`config.mk`:
```
export PLATFORM = sky130hd
export DESIGN_NAME = framebuffer_pixel_access
export DESIGN_NICKNAME = d
export VERILOG_FILES = /design/src/rtl/core/fpa_pkg.sv /design/src/rtl/core/framebuffer_pixel_access.sv /design/src/rtl/core/fpa_pixel_fmt.sv
export VERILOG_INCLUDE_DIRS = /design/src /design/src/rtl/core
export SDC_FILE = /design/constraint.sdc
export NUM_CORES = 1
export LEC_CHECK = 0
export BUFFER_PORTS_ARGS = -buffer_cell sky130_fd_sc_hd__clkbuf_2
export CELL_PAD_IN_SITES_DETAIL_PLACEMENT = 1
export CELL_PAD_IN_SITES_GLOBAL_PLACEMENT = 1
export CORE_MARGIN = 2
export CORE_UTILIZATION = 49
export CTS_CLUSTER_DIAMETER = 150
export DETAILED_ROUTE_END_ITERATION = 10
export GPL_ROUTABILITY_DRIVEN = 1
export GPL_TIMING_DRIVEN = 0
export PLACE_DENSITY = 0.9
export SLEW_MARGIN = 40
export SYNTH_ARGS = -nofsm -noshare
export SYNTH_HDL_FRONTEND = slang
export SYNTH_SLANG_ARGS = --single-unit
```
`constraint.sdc`:
```
create_clock -name clk -period 8.1 [get_ports clk]
set_input_delay 0.81 -clock clk [delete_from_list [all_inputs] [get_ports clk]]
set_output_delay 0.81 -clock clk [all_outputs]
set_load 0.01 [all_outputs]
```
`src/rtl/core/framebuffer_pixel_access_assert.svh`:
```
// Assertion helpers, sampled on clk and held off while rst_n is low.
`ifndef FRAMEBUFFER_PIXEL_ACCESS_ASSERT_SVH
`define FRAMEBUFFER_PIXEL_ACCESS_ASSERT_SVH

`ifndef NO_ASSERTIONS

// Property holds in the same cycle as its trigger.
`define FPA_ASSERT_NOW(label, trig, prop) \
    label: assert property (@(posedge clk) disable iff (!rst_n) (trig) |-> (prop)) \
        else $error("%m: assertion failed");

// Property holds starting in the cycle after its trigger.
`define FPA_ASSERT_NEXT(label, trig, prop) \
    label: assert property (@(posedge clk) disable iff (!rst_n) (trig) |=> prop) \
        else $error("%m: assertion failed");

`else

`define FPA_ASSERT_NOW(label, trig, prop)
`define FPA_ASSERT_NEXT(label, trig, prop)

`endif

`endif

```
`src/rtl/core/fpa_pkg.sv`:
```
package fpa_pkg;

    typedef enum logic [1:0] {
        DEPTH_8BPP  = 2'd0,
        DEPTH_16BPP = 2'd1,
        DEPTH_24BPP = 2'd2,
        DEPTH_32BPP = 2'd3
    } depth_t;

    typedef enum logic {
        OP_WRITE = 1'b0,
        OP_READ  = 1'b1
    } op_t;

    localparam int CFG_INDEX_W = 3;

    localparam logic [CFG_INDEX_W-1:0] CFG_LFB_ENABLED   = 3'd0;
    localparam logic [CFG_INDEX_W-1:0] CFG_FB_BASE       = 3'd1;
    localparam logic [CFG_INDEX_W-1:0] CFG_SCREEN_WIDTH  = 3'd2;
    localparam logic [CFG_INDEX_W-1:0] CFG_SCREEN_HEIGHT = 3'd3;
    localparam logic [CFG_INDEX_W-1:0] CFG_LINE_PITCH    = 3'd4;
    localparam logic [CFG_INDEX_W-1:0] CFG_DEPTH_CODE    = 3'd5;

    typedef struct packed {
        logic               op;
        logic signed [15:0] pos_x;
        logic signed [15:0] pos_y;
        logic        [23:0] color_in;
        logic        [31:0] raw_word;
    } fpa_in_t;

    typedef struct packed {
        logic        hit;
        logic [31:0] byte_addr;
        logic [31:0] write_word;
        logic [2:0]  write_bytes;
        logic [23:0] color_out;
    } fpa_out_t;

    // Pixel data from the format unit, already zeroed on a miss.
    typedef struct packed {
        logic [31:0] write_word;
        logic [2:0]  write_bytes;
        logic [23:0] color_out;
    } fpa_fmt_t;

endpackage

```
`src/rtl/core/framebuffer_pixel_access.sv`:
```
// Channel   Handshake              Beat
// -------   ---------------------  ---------------------------------
// command   start / busy           fpa_in_t: op, position, color, raw
// result    done strobe            fpa_out_t: hit, address, pixel data
// config    cfg_valid / cfg_ready  cfg_index, cfg_data
//
// One command is taken every cycle; busy stays low and cfg_ready stays high.
// The pipeline registers clip and pixel format, then the 15x16 row
// multiply and column scale, then the 32-bit address add into the result
// register. done pulses in the cycle the result register holds the beat.
// rst_n clears the valid bits and all configuration registers to zero.
// The receiver cannot stall, so the pipeline never holds.
module framebuffer_pixel_access (
    input  logic                              clk,
    input  logic                              rst_n,
    input  logic                              start,
    output logic                              busy,
    input  fpa_pkg::fpa_in_t                  cmd,
    output logic                              done,
    output fpa_pkg::fpa_out_t                 result,
    input  logic                              cfg_valid,
    output logic                              cfg_ready,
    input  logic [fpa_pkg::CFG_INDEX_W-1:0]   cfg_index,
    input  logic [31:0]                       cfg_data
);
    import fpa_pkg::*;

    `include "framebuffer_pixel_access_assert.svh"

    logic        lfb_enabled_reg;
    logic [31:0] fb_base_reg;
    logic [15:0] screen_width_reg;
    logic [15:0] screen_height_reg;
    logic [15:0] line_pitch_reg;
    depth_t      depth_reg;

    logic        cfg_write;
    logic        accept;
    logic        hit_next;
    fpa_fmt_t    fmt_next;

    // stage 1
    logic        s1_valid_reg;
    logic        s1_hit_reg;
    logic [14:0] s1_x_reg;
    logic [14:0] s1_y_reg;
    fpa_fmt_t    s1_fmt_reg;

    // stage 2
    logic        s2_valid_reg;
    logic        s2_hit_reg;
    logic [31:0] s2_row_reg;
    logic [16:0] s2_col_reg;
    fpa_fmt_t    s2_fmt_reg;
    logic [31:0] s2_row_next;
    logic [16:0] s2_col_next;

    // stage 3 (result)
    logic        done_reg;
    fpa_out_t    result_reg;
    logic [31:0] addr_next;

    assign busy      = 1'b0;
    assign cfg_ready = 1'b1;
    assign cfg_write = cfg_valid && cfg_ready;
    assign accept    = start && !busy;

    always_ff @(posedge clk or negedge rst_n)
    begin
        if (!rst_n)
        begin
            lfb_enabled_reg   <= 1'b0;
            fb_base_reg       <= '0;
            screen_width_reg  <= '0;
            screen_height_reg <= '0;
            line_pitch_reg    <= '0;
            depth_reg         <= DEPTH_8BPP;
        end
        else if (cfg_write)
        begin
            case (cfg_index)
                CFG_LFB_ENABLED:   lfb_enabled_reg   <= cfg_data[0];
                CFG_FB_BASE:       fb_base_reg       <= cfg_data;
                CFG_SCREEN_WIDTH:  screen_width_reg  <= cfg_data[15:0];
                CFG_SCREEN_HEIGHT: screen_height_reg <= cfg_data[15:0];
                CFG_LINE_PITCH:    line_pitch_reg    <= cfg_data[15:0];
                CFG_DEPTH_CODE:    depth_reg         <= depth_t'(cfg_data[1:0]);
                default:           ;
            endcase
        end
    end

    // Negative coordinates have the sign bit set and always miss.
    assign hit_next = lfb_enabled_reg && !cmd.pos_x[15] && !cmd.pos_y[15]
                   && (cmd.pos_x[15:0] < screen_width_reg)
                   && (cmd.pos_y[15:0] < screen_height_reg);

    fpa_pixel_fmt u_fmt (
        .hit      (hit_next),
        .op       (cmd.op),
        .depth    (depth_reg),
        .color_in (cmd.color_in),
        .raw_word (cmd.raw_word),
        .fmt      (fmt_next)
    );

    always_comb
    begin
        s2_row_next = 32'({17'd0, s1_y_reg} * {16'd0, line_pitch_reg});
        case (depth_reg)
            DEPTH_8BPP:  s2_col_next = {2'd0, s1_x_reg};
            DEPTH_16BPP: s2_col_next = {1'b0, s1_x_reg, 1'b0};
            DEPTH_24BPP: s2_col_next = {1'b0, s1_x_reg, 1'b0} + {2'd0, s1_x_reg};
            default:     s2_col_next = {s1_x_reg, 2'b00};
        endcase
    end

    assign addr_next = fb_base_reg + s2_row_reg + {15'd0, s2_col_reg};

    always_ff @(posedge clk or negedge rst_n)
    begin
        if (!rst_n)
        begin
            s1_valid_reg <= 1'b0;
            s2_valid_reg <= 1'b0;
            done_reg     <= 1'b0;
        end
        else
        begin
            s1_valid_reg <= accept;
            s2_valid_reg <= s1_valid_reg;
            done_reg     <= s2_valid_reg;
        end
    end

    always_ff @(posedge clk)
    begin
        if (accept)
        begin
            s1_hit_reg <= hit_next;
            s1_x_reg   <= cmd.pos_x[14:0];
            s1_y_reg   <= cmd.pos_y[14:0];
            s1_fmt_reg <= fmt_next;
        end
        if (s1_valid_reg)
        begin
            s2_hit_reg <= s1_hit_reg;
            s2_row_reg <= s2_row_next;
            s2_col_reg <= s2_col_next;
            s2_fmt_reg <= s1_fmt_reg;
        end
        if (s2_valid_reg)
        begin
            result_reg.hit         <= s2_hit_reg;
            result_reg.byte_addr   <= s2_hit_reg ? addr_next : 32'd0;
            result_reg.write_word  <= s2_fmt_reg.write_word;
            result_reg.write_bytes <= s2_fmt_reg.write_bytes;
            result_reg.color_out   <= s2_fmt_reg.color_out;
        end
    end

    assign done   = done_reg;
    assign result = result_reg;

    `FPA_ASSERT_NEXT(a_latency, start && !busy, ##2 done)
    `FPA_ASSERT_NOW(a_miss_zero, done && !result.hit,
        result.byte_addr == 32'd0 && result.write_word == 32'd0 &&
        result.write_bytes == 3'd0 && result.color_out == 24'd0)
    `FPA_ASSERT_NOW(a_write_no_color, done && result.write_bytes != 3'd0,
        result.color_out == 24'd0 && result.hit)
    `FPA_ASSERT_NOW(a_bytes_range, done, result.write_bytes <= 3'd4)

endmodule

```
`src/rtl/core/fpa_pixel_fmt.sv`:
```
module fpa_pixel_fmt (
    input  logic             hit,
    input  logic             op,
    input  fpa_pkg::depth_t  depth,
    input  logic [23:0]      color_in,
    input  logic [31:0]      raw_word,
    output fpa_pkg::fpa_fmt_t fmt
);
    import fpa_pkg::*;

    logic [7:0]  packed_332;
    logic [15:0] packed_565;
    logic [23:0] expand_332;
    logic [23:0] expand_565;
    logic [2:0]  bpp_bytes;

    assign packed_332 = {color_in[23:21], color_in[15:13], color_in[7:6]};
    assign packed_565 = {color_in[23:19], color_in[15:10], color_in[7:3]};

    // Replicate the top bits of each channel into its low bits.
    assign expand_332 = {raw_word[7:5], raw_word[7:5], raw_word[7:6],
                         raw_word[4:2], raw_word[4:2], raw_word[4:3],
                         raw_word[1:0], raw_word[1:0], raw_word[1:0], raw_word[1:0]};
    assign expand_565 = {raw_word[15:11], raw_word[15:13],
                         raw_word[10:5],  raw_word[10:9],
                         raw_word[4:0],   raw_word[4:2]};

    assign bpp_bytes = {1'b0, depth} + 3'd1;

    always_comb
    begin
        fmt = '0;
        if (hit)
        begin
            if (op == OP_WRITE)
            begin
                fmt.write_bytes = bpp_bytes;
                case (depth)
                    DEPTH_8BPP:  fmt.write_word = {24'd0, packed_332};
                    DEPTH_16BPP: fmt.write_word = {16'd0, packed_565};
                    default:     fmt.write_word = {8'd0, color_in};
                endcase
            end
            else
            begin
                case (depth)
                    DEPTH_8BPP:  fmt.color_out = expand_332;
                    DEPTH_16BPP: fmt.color_out = expand_565;
                    default:     fmt.color_out = raw_word[23:0];
                endcase
            end
        end
    end

endmodule
```
==> results.md, run 1 <==
- R2R Setup Slk: 0.87 ns
- CP max stage cell: edfxtp_1
- Antenna viol nets, final: 0
- CTS sink cnt: 352
- Grt total ovfl: 0
- #FFs+latches synth: 352
- Total wire length: 77800 um
- Mux contribution to synthesized area: 3.38%
- # rows: 81
- Xor/xnor share of the synthesized area: 2.29%
- CP bufs+invs: 7
- Footprint of the multi-input gates: 0.0126 mm2
- CP required: 8.40 ns
- Pin count of the biggest net entering global routing: 70
- Largest family of logic cells by synthesized area: adder cells
- Die width: 226 um
- Fillers: 5119
- Hold buffers post-CTS: 0
- Final hold violations: 0
- Synthesis-to-layout area growth: 13.6%
- Die Y: 226 um
- FF+latch area: 0.0101 mm2
- Critical R2R Launch: s1_y_reg[3]
- Worst Hold Class: input pin to async pin
- RSZ-0062 raised after global routing: no
- Wire length of the first global-routing pass: 119000 um
- Max-cap violations: 0
- Commonest non-fill, non-tap cell in the layout: inv_1
- Post-synth ARST share: 24.4%
- Clock root cell: clkbuf_16
- Die ar.: 0.0510 mm2
- Fin crit share: 89.3%
- Reg2reg path depth: 22
- # DRC: 0
- Crit path from: s1_y_reg[3]
- CTS tree: yes
- Routed len/inst: 25.6 um
- Setup bufs post-CTS: 0
- Clock buffer count from CTS: 39
- Setup violations, final: 0
- Initial antenna violation count: 2
- Sequential fraction of the synthesis area: 42.1%
- Compound-gate portion of the synthesized area: 8.97%
- Post-synth top area share: 33.1%
- Max frequency: 138 MHz
- Largest register FFs: 84
- Core footprint: 0.0487 mm2
- DP Wirelength: 57400 um
- Critical Path Max Stage Delay: 0.54 ns
- H-tree depth: 2
- Syn. warnings: 0
- Drt pass-1 iters: 6
- Setup crit start kind: flip-flop
- Initial Util: 49.4%
- Status: complete, no violations
- Routability Congestion: 0.913
- Min cycle time layout: 7.23 ns
- Critical path class: flip-flop to flip-flop
- Mapped Cells: 2083
- CP top delay family: adder cells
- Arrival time at the worst endpoint: 7.53 ns
- Worst relative slew slack: 44.7%
- Main synth FF type: edfxtp_1
- Synthesized area: 0.0241 mm2
- Cell taking the most area after synthesis: edfxtp_1
- Synth area leaders: edfxtp_1 (33%), fa_1 (17%), ha_1 (9.8%), dfrtp_1 (8.9%), and2_1 (4.5%)
- Via count: 17800
- Max Slew Vio Count: 0
- Cell Chain, Critical Path: clkbuf_1 -> and2_1 -> fa_1 -> inv_1 -> fa_1 -> inv_1 -> fa_1 -> inv_1 -> fa_1 -> inv_1 -> fa_1 -> inv_1 -> fa_1 -> inv_1 -> ha_1 -> a2111o_1 -> o22ai_2 -> a31oi_2 -> a221o_1 -> a21boi_1 -> or4b_1 -> nand3_1
- Layout cells sized above 1: 15.0%
- Commonest cells after routing, fill and taps aside: inv_1 (270), edfxtp_1 (266), clkbuf_2 (202)
- Worst-Margin Slew: 0.808 ns
- Crit path max fanout: 10
- EDFF count, synth: 266
- Post-Synth Adder-Cell Area: 26.3%
- Post-CTS sizing: 0
- Worst skew pair latency: 0.58 ns
- Worst setup EP type: flip-flop
- # port buffers: 204
- Routed vias/inst: 5.86
- Crit path depth: 22
- Fin nets: 2856
- Unique cell type count in the Yosys netlist: 69
- DRT iter0 DRCs: 1152
- End of the worst register-to-register path: s2_row_reg[29]
- Setup TNS: 0 ns
- Simple-Gate Fraction of Synth Area: 11.2%
- Max Buffers Root-to-Sink: 3
- Skew final: 0.0339 ns
- Clock slew at reported path FFs: 0.06 ns
- Worst Setup EP: s2_row_reg[29]
- Number of global-route vias before repair: 20255
- I/O pin count: 223
- Overall routing resource usage: 31.2%
- Avg Cell Area, Syn: 11.6 um2
through the flow:
stage	hold WS, ns	cells	utilization, %	area, um2	worst slack [ns]
3_3_place_gp	0.400	2959	53.3	26000	1.16
4_1_cts	0.105	3036	56.1	27400	0.881
5_1_grt	0.122	3036	56.1	27400	0.581
6_report	0.132	3040	56.2	27400	0.868
3_5_place_dp	0.406	2964	53.6	26100	0.863
2_1_floorplan	0.400	2091	-	24100	1.78
worst reg2reg max path: cells and delay by family, from the launching register on:
family	cells	cell delay, ns
compound gates	5	1.73
fa+ha+maj	7	3.48
buf+inv	7	0.70
flops	1	0.54
simple gates	3	0.53
worst min-delay path by stage:
| stage | startpoint | endpoint | cells after the start |
|---|---|---|---|
| final | rst_n | fb_base_reg[31] | 1 |
| after floorplan | s2_fmt_reg[0] | result[0] | 0 |
| after CTS | rst_n | fb_base_reg[20] | 1 |
| after global placement | s2_fmt_reg[32] | result[32] | 0 |
| after global routing | rst_n | fb_base_reg[20] | 1 |
| after detailed placement | s2_fmt_reg[44] | result[44] | 0 |
synthesized netlist by cell type, types with 4 or more instances:
| cell | instances |
|---|---|
| and3_1 | 29 |
| xnor2_1 | 37 |
| and2_1 | 174 |
| nand2_1 | 185 |
| a222oi_1 | 7 |
| a211oi_1 | 13 |
| nor2b_1 | 7 |
| ha_1 | 188 |
| mux2i_1 | 5 |
| edfxtp_1 | 266 |
| nand2b_1 | 14 |
| o21ai_0 | 50 |
| o21bai_1 | 12 |
| mux2_2 | 68 |
| nand3_1 | 16 |
| dfrtp_1 | 86 |
| nand4_1 | 8 |
| buf_1 | 4 |
| a21oi_1 | 90 |
| o21ai_1 | 11 |
| nor2_1 | 38 |
| clkbuf_1 | 73 |
| o21a_1 | 4 |
| a22oi_1 | 19 |
| nor3b_1 | 9 |
| nor3_1 | 32 |
| a22o_1 | 10 |
| a31oi_1 | 11 |
| buf_4 | 10 |
| o221ai_1 | 4 |
| a21o_1 | 39 |
| xor2_1 | 26 |
| o31ai_1 | 5 |
| a221o_1 | 18 |
| inv_1 | 270 |
| fa_1 | 199 |
cell type report:
cell class	count	area share (%)
clock inverter	24	0.763
tap	664	3.03
sequential	352	37.1
inverter	271	3.72
buffer	87	1.33
clock buffer	48	3.76
timing repair buffer	209	4.21
antenna	4	0.0366
multi-input combinational	1381	46.1
logic make-up after synthesis:
kind of cell,after synthesis
muxes,73
xor gates and xnor gates,63
AOI/OAI and AO/OA,322
adders and majority gates,387
buffers and inverters,358
and+or+nand+nor,526
other,2
DFF,352
layer usage:
metal / track usage, % / wire [um]
met1: 34.5 / 27900
met3: 5.87 / 5490
met4: 17.0 / 4520
met5: 0 / 0
met2: 56.4 / 39900
Power of run 1 is not shown: default switching activity piles up to over one toggle a cycle in this logic, so the estimate is an artifact.
==> run 2, diff against run 1 <==
Settings changed: PLACE_DENSITY 0.9 to not set, PLACE_DENSITY_LB_ADDON set to 0.2.
==> run 2 against run 1 <==
Sequential share of layout area about the same. Die area unchanged. First-iteration DRC count decreased by 28%. Clock-buffer cell count increased by 1. Cell area about the same. Worst hold slack improved by 0.011 ns. Flip-flop and latch count unchanged. Register-to-register slack improved by 0.11 ns. Clock skew decreased by 0.019 ns. Core utilization about the same. Largest cell class unchanged. Highest routed layer is now met5.
==> results.md, run 2 (same netlist as run 1, synthesis figures left out) <==
- Synthesis-to-layout area growth: 13.7%
- Commonest non-fill, non-tap cell in the layout: inv_1
- Worst relative slew slack: 45.4%
- Worst-Margin Slew: 0.818 ns
- Max-cap violations: 0
- Setup TNS: 0 ns
- Die ar.: 0.0510 mm2
- Hold buffers post-CTS: 0
- Arrival time at the worst endpoint: 7.41 ns
- Antenna viol nets, final: 0
- # rows: 81
- Layout cells sized above 1: 14.9%
- # DRC: 0
- Fin util: 56.2%
- Critical path class: flip-flop to flip-flop
- DP Wirelength: 53300 um
- Fin nets: 2855
- H-tree depth: 2
- Skew final: 0.0145 ns
- Cell Chain, Critical Path: clkbuf_1 -> and2_1 -> fa_1 -> inv_1 -> fa_1 -> inv_1 -> fa_1 -> inv_1 -> fa_1 -> inv_1 -> fa_1 -> inv_1 -> fa_1 -> inv_1 -> ha_1 -> a2111o_1 -> o22ai_2 -> a31oi_2 -> a221o_1 -> a21boi_1 -> or4b_1 -> nand3_1
- Die width: 226 um
- Core footprint: 0.0487 mm2
- Clock root cell: clkbuf_16
- Setup bufs post-CTS: 0
- Pin count of the biggest net entering global routing: 64
- Clock buffer count from CTS: 38
- Commonest cells after routing, fill and taps aside: inv_1 (270), edfxtp_1 (266), clkbuf_2 (202)
- Die Y: 226 um
- Post-CTS sizing: 0
- Antenna cells: 0
- Final hold violations: 0
- Min cycle time layout: 7.12 ns
- Max Slew Vio Count: 0
- Drt pass-1 iters: 5
- Fillers: 5092
- Initial Util: 49.4%
- Crit path max fanout: 10
- Clock slew at reported path FFs: 0.06 ns
- Post-placement cell area: 0.0261 mm2
- Worst skew pair latency: 0.56 ns
- Initial antenna violation count: 3
- Final instance area: 0.0274 mm2
- CP required: 8.39 ns
- Total wire length: 67200 um
- Routed len/inst: 22.2 um
- Setup violations, final: 0
- Max frequency: 140 MHz
- # port buffers: 204
- Max Buffers Root-to-Sink: 3
- Fin crit share: 88.0%
- FF+latch area: 0.0101 mm2
- RSZ-0062 raised after global routing: no
- Status: complete, no violations
- CTS sink cnt: 352
- Worst setup EP type: flip-flop
- I/O pin count: 223
- CP max stage cell: fa_1
- Wire length of the first global-routing pass: 104000 um
- Via count: 16684
- Largest register FFs: 84
- Footprint of the multi-input gates: 0.0126 mm2
- Routability Congestion: 0.891
- CP bufs+invs: 7
- CP top delay family: adder cells
- DRT iter0 DRCs: 826
- Routed vias/inst: 5.50
- Worst Hold Class: input pin to async pin
- Setup crit start kind: flip-flop
- Grt total ovfl: 0
- CTS tree: yes
- Number of global-route vias before repair: 18421
- Overall routing resource usage: 27.0%
- Critical Path Max Stage Delay: 0.56 ns
## run 2: cell types whose count changed in the layout (fill, tap and decap cells not counted), sizes merged
cell	change
clkinvlp	-2
clkinv	-5
diode	-4
bufinv	+3
clkbuf	+1
## run 2: final timing paths
kind | cells after the start | endpoint | start | slack, ns
max | 22 | s2_row_reg[29] | line_pitch_reg[9] | 0.98
min | 1 | line_pitch_reg[12] | rst_n | 0.14
max reg2reg | 22 | s2_row_reg[29] | line_pitch_reg[9] | 0.98
min reg2reg | 0 | result[10] | s2_fmt_reg[10] | 0.42
max in group asynchronous | 2 | s1_valid_reg | rst_n | 7.27
min in group clk | 0 | result[10] | s2_fmt_reg[10] | 0.42
## run 2: final cells by class
type | instances | area share, %
Clock buffer | 49 | 3.73
Tap cell | 664 | 3.03
Timing Repair Buffer | 209 | 4.21
Multi-Input combinational cell | 1381 | 46.0
Sequential cell | 352 | 37.0
Clock inverter | 20 | 0.904
Buffer | 87 | 1.33
Inverter | 271 | 3.71
## run 2: metal layers
layer | global-route usage, % | wire length, um | vias to the layer above
met5 | 0 | 13 | -
met4 | 8.20 | 1860 | 2
met3 | 4.15 | 3580 | 110
met2 | 47.5 | 33200 | 444
met1 | 34.4 | 28600 | 8511
li1 | - | - | 7617
## run 2: per-stage QoR
| stage | worst slack, ns | hold WS (ns) | cells |
|---|---|---|---|
| after CTS | 0.945 | 0.121 | 3033 |
| after global placement | 1.04 | 0.400 | 2959 |
| final | 0.975 | 0.143 | 3033 |
| after floorplan | 1.78 | 0.400 | 2091 |
| after detailed placement | 0.975 | 0.405 | 2964 |
| after global routing | 0.647 | 0.139 | 3033 |
## run 2: worst reg2reg max path: cells and delay by family, from the launching register on
kind                     cells  cell delay (ns)
adder cells (fa/ha/maj)      7             3.53
AO/OA/AOI/OAI                5             1.59
buffers and inverters        7             0.73
AND/OR/NAND/NOR              3             0.54
flip-flops                   1             0.46
Power of run 2 is left out for the same reason.
==> run 3, diff against run 2 <==
Settings changed: CORE_UTILIZATION 49 to 44.
Clock period 8.1 ns to 6.2 ns, I/O delays scaled along.
==> run 3 against run 2 <==
Clock skew is 0.0042 ns lower. Worst setup slack got worse by 0.96 ns. Register-to-register slack lost 0.96 ns. Fmax is 15% higher. Global-route usage down 2.7 points. Core utilization is 4.1 points lower. Critical path type unchanged. Non-clock buffer count up 37.
==> results.md, run 3 (same netlist as run 1, synthesis figures left out) <==
- Status: complete, no violations
- Commonest cells after routing, fill and taps aside: edfxtp_1 (266), inv_1 (261), clkbuf_2 (220)
- Antenna cells: 0
- RSZ-0062 raised after global routing: yes
- Clock root cell: clkbuf_16
- Clock slew at reported path FFs: 0.06 ns
- Setup crit start kind: flip-flop
- Setup TNS: 0 ns
- Worst-Margin Slew: 0.745 ns
- H-tree depth: 2
- DP Cell Count: 2996
- Antenna viol nets, final: 0
- Routability Congestion: 0.903
- Crit path max fanout: 9
- Routed len/inst: 21.7 um
- Initial antenna violation count: 3
- Via count: 16651
- Wire length of the first global-routing pass: 105000 um
- Worst setup EP type: flip-flop
- Die Y: 238 um
- Max Buffers Root-to-Sink: 3
- DRT iter0 DRCs: 977
- DP Wirelength: 52600 um
- Synthesis-to-layout area growth: 16.7%
- Max-cap violations: 0
- Fin crit share: 99.7%
- Arrival time at the worst endpoint: 6.61 ns
- Die width: 238 um
- Drt pass-1 iters: 5
- Max Slew Vio Count: 0
- Total wire length: 67500 um
- Routed vias/inst: 5.36
- Worst Hold Class: input pin to flip-flop
- CTS sink cnt: 352
- Final hold violations: 0
- Largest register FFs: 84
- Critical path class: flip-flop to flip-flop
- Fin nets: 2894
- Worst skew pair latency: 0.57 ns
- # DRC: 0
- Fin cells: 3106
- CTS tree: yes
- Worst relative slew slack: 50.3%
- Skew final: 0.0104 ns
- Layout cells sized above 1: 19.8%
- Core footprint: 0.0540 mm2
- Setup violations, final: 0
- # rows: 85
- Clock buffer count from CTS: 40
- Die ar.: 0.0567 mm2
- I/O pin count: 223
- Number of global-route vias before repair: 18344
- Max frequency: 162 MHz
- # port buffers: 204
- Min cycle time layout: 6.18 ns
- Pin count of the biggest net entering global routing: 72
- Grt total ovfl: 0
- Overall routing resource usage: 24.2%
- Commonest non-fill, non-tap cell in the layout: edfxtp_1
- Initial Util: 44.6%
- Fillers: 5755
- CP required: 6.63 ns
==> run 3: cell types whose count changed in the layout (fill, tap and decap cells not counted), sizes merged <==
cell and change:
dlygate4sd3 +1, inv -4, clkinvlp +2, buf +44, clkinv +3, bufinv -2, clkbuf -3
==> run 3: final timing paths <==
check                                from                 to  slack, ns  cells after the start
min reg2reg                s1_fmt_reg[29]     s2_fmt_reg[29]       0.42                      0
min                               cmd[81]        s1_x_reg[9]       0.26                      1
max                           s1_y_reg[3]     s2_row_reg[29]       0.02                     22
max in group asynchronous           rst_n  line_pitch_reg[5]       4.98                      3
min in group asynchronous           rst_n       s1_valid_reg       0.51                      2
max reg2reg                   s1_y_reg[3]     s2_row_reg[29]       0.02                     22
==> run 3: what timing repair did <==
action / in CTS / in global routing
hold buffers: 1 / 0
gates resized for setup: 68 / 60
buffers inserted: 16 / 23
hold endpoints to repair: 30 / 0
setup endpoints to repair: 13 / 11
pin swaps: 28 / 36
==> run 3: cell type report <==
cell class / count / area, um2 / area share [%]
Buffer: 84 / 435 / 1.55
Clock buffer: 54 / 1130 / 4.03
Clock inverter: 19 / 206 / 0.734
Inverter: 271 / 1020 / 3.62
Multi-Input combinational cell: 1381 / 12800 / 45.6
Sequential cell: 352 / 10200 / 36.1
Tap cell: 696 / 871 / 3.09
Timing Repair Buffer: 249 / 1480 / 5.26
==> run 3: critical path, stage by stage (launching register included) <==
cell and delay (ns):
edfxtp_1 0.45, clkbuf_8 0.18, buf_6 0.15, and2_1 0.16, fa_1 0.54, inv_1 0.07
fa_1 0.53, inv_1 0.05, fa_1 0.57, fa_1 0.45, fa_1 0.57, inv_1 0.06
fa_1 0.47, inv_1 0.07, ha_4 0.29, o21ai_1 0.06, a21oi_1 0.18, nor2_2 0.08
a31oi_4 0.16, a221o_1 0.28, a21boi_2 0.12, or4b_1 0.47, nand3_1 0.08
==> run 3: per-stage QoR <==
stage | hold slack (ns) | area [um2] | worst slack, ns | util [%]
after detailed placement | 0.405 | 26200 | -0.837 | 48.5
after CTS | 0.229 | 27900 | -0.00870 | 51.6
after global placement | 0.401 | 26000 | -0.767 | 48.2
after floorplan | 0.324 | 24200 | 0.00411 | -
final | 0.261 | 28100 | 0.0196 | 52.1
after global routing | 0.243 | 28100 | -0.185 | 52.1
==> run 3: metal layers <==
metal	vias to the layer above	wire length [um]	global-route usage, %
met5	-	0	0
met4	0	2340	8.52
met3	109	2580	2.82
met2	373	33900	43.4
met1	8482	28700	30.4
li1	7687	-	-
Power of run 3 is left out for the same reason.
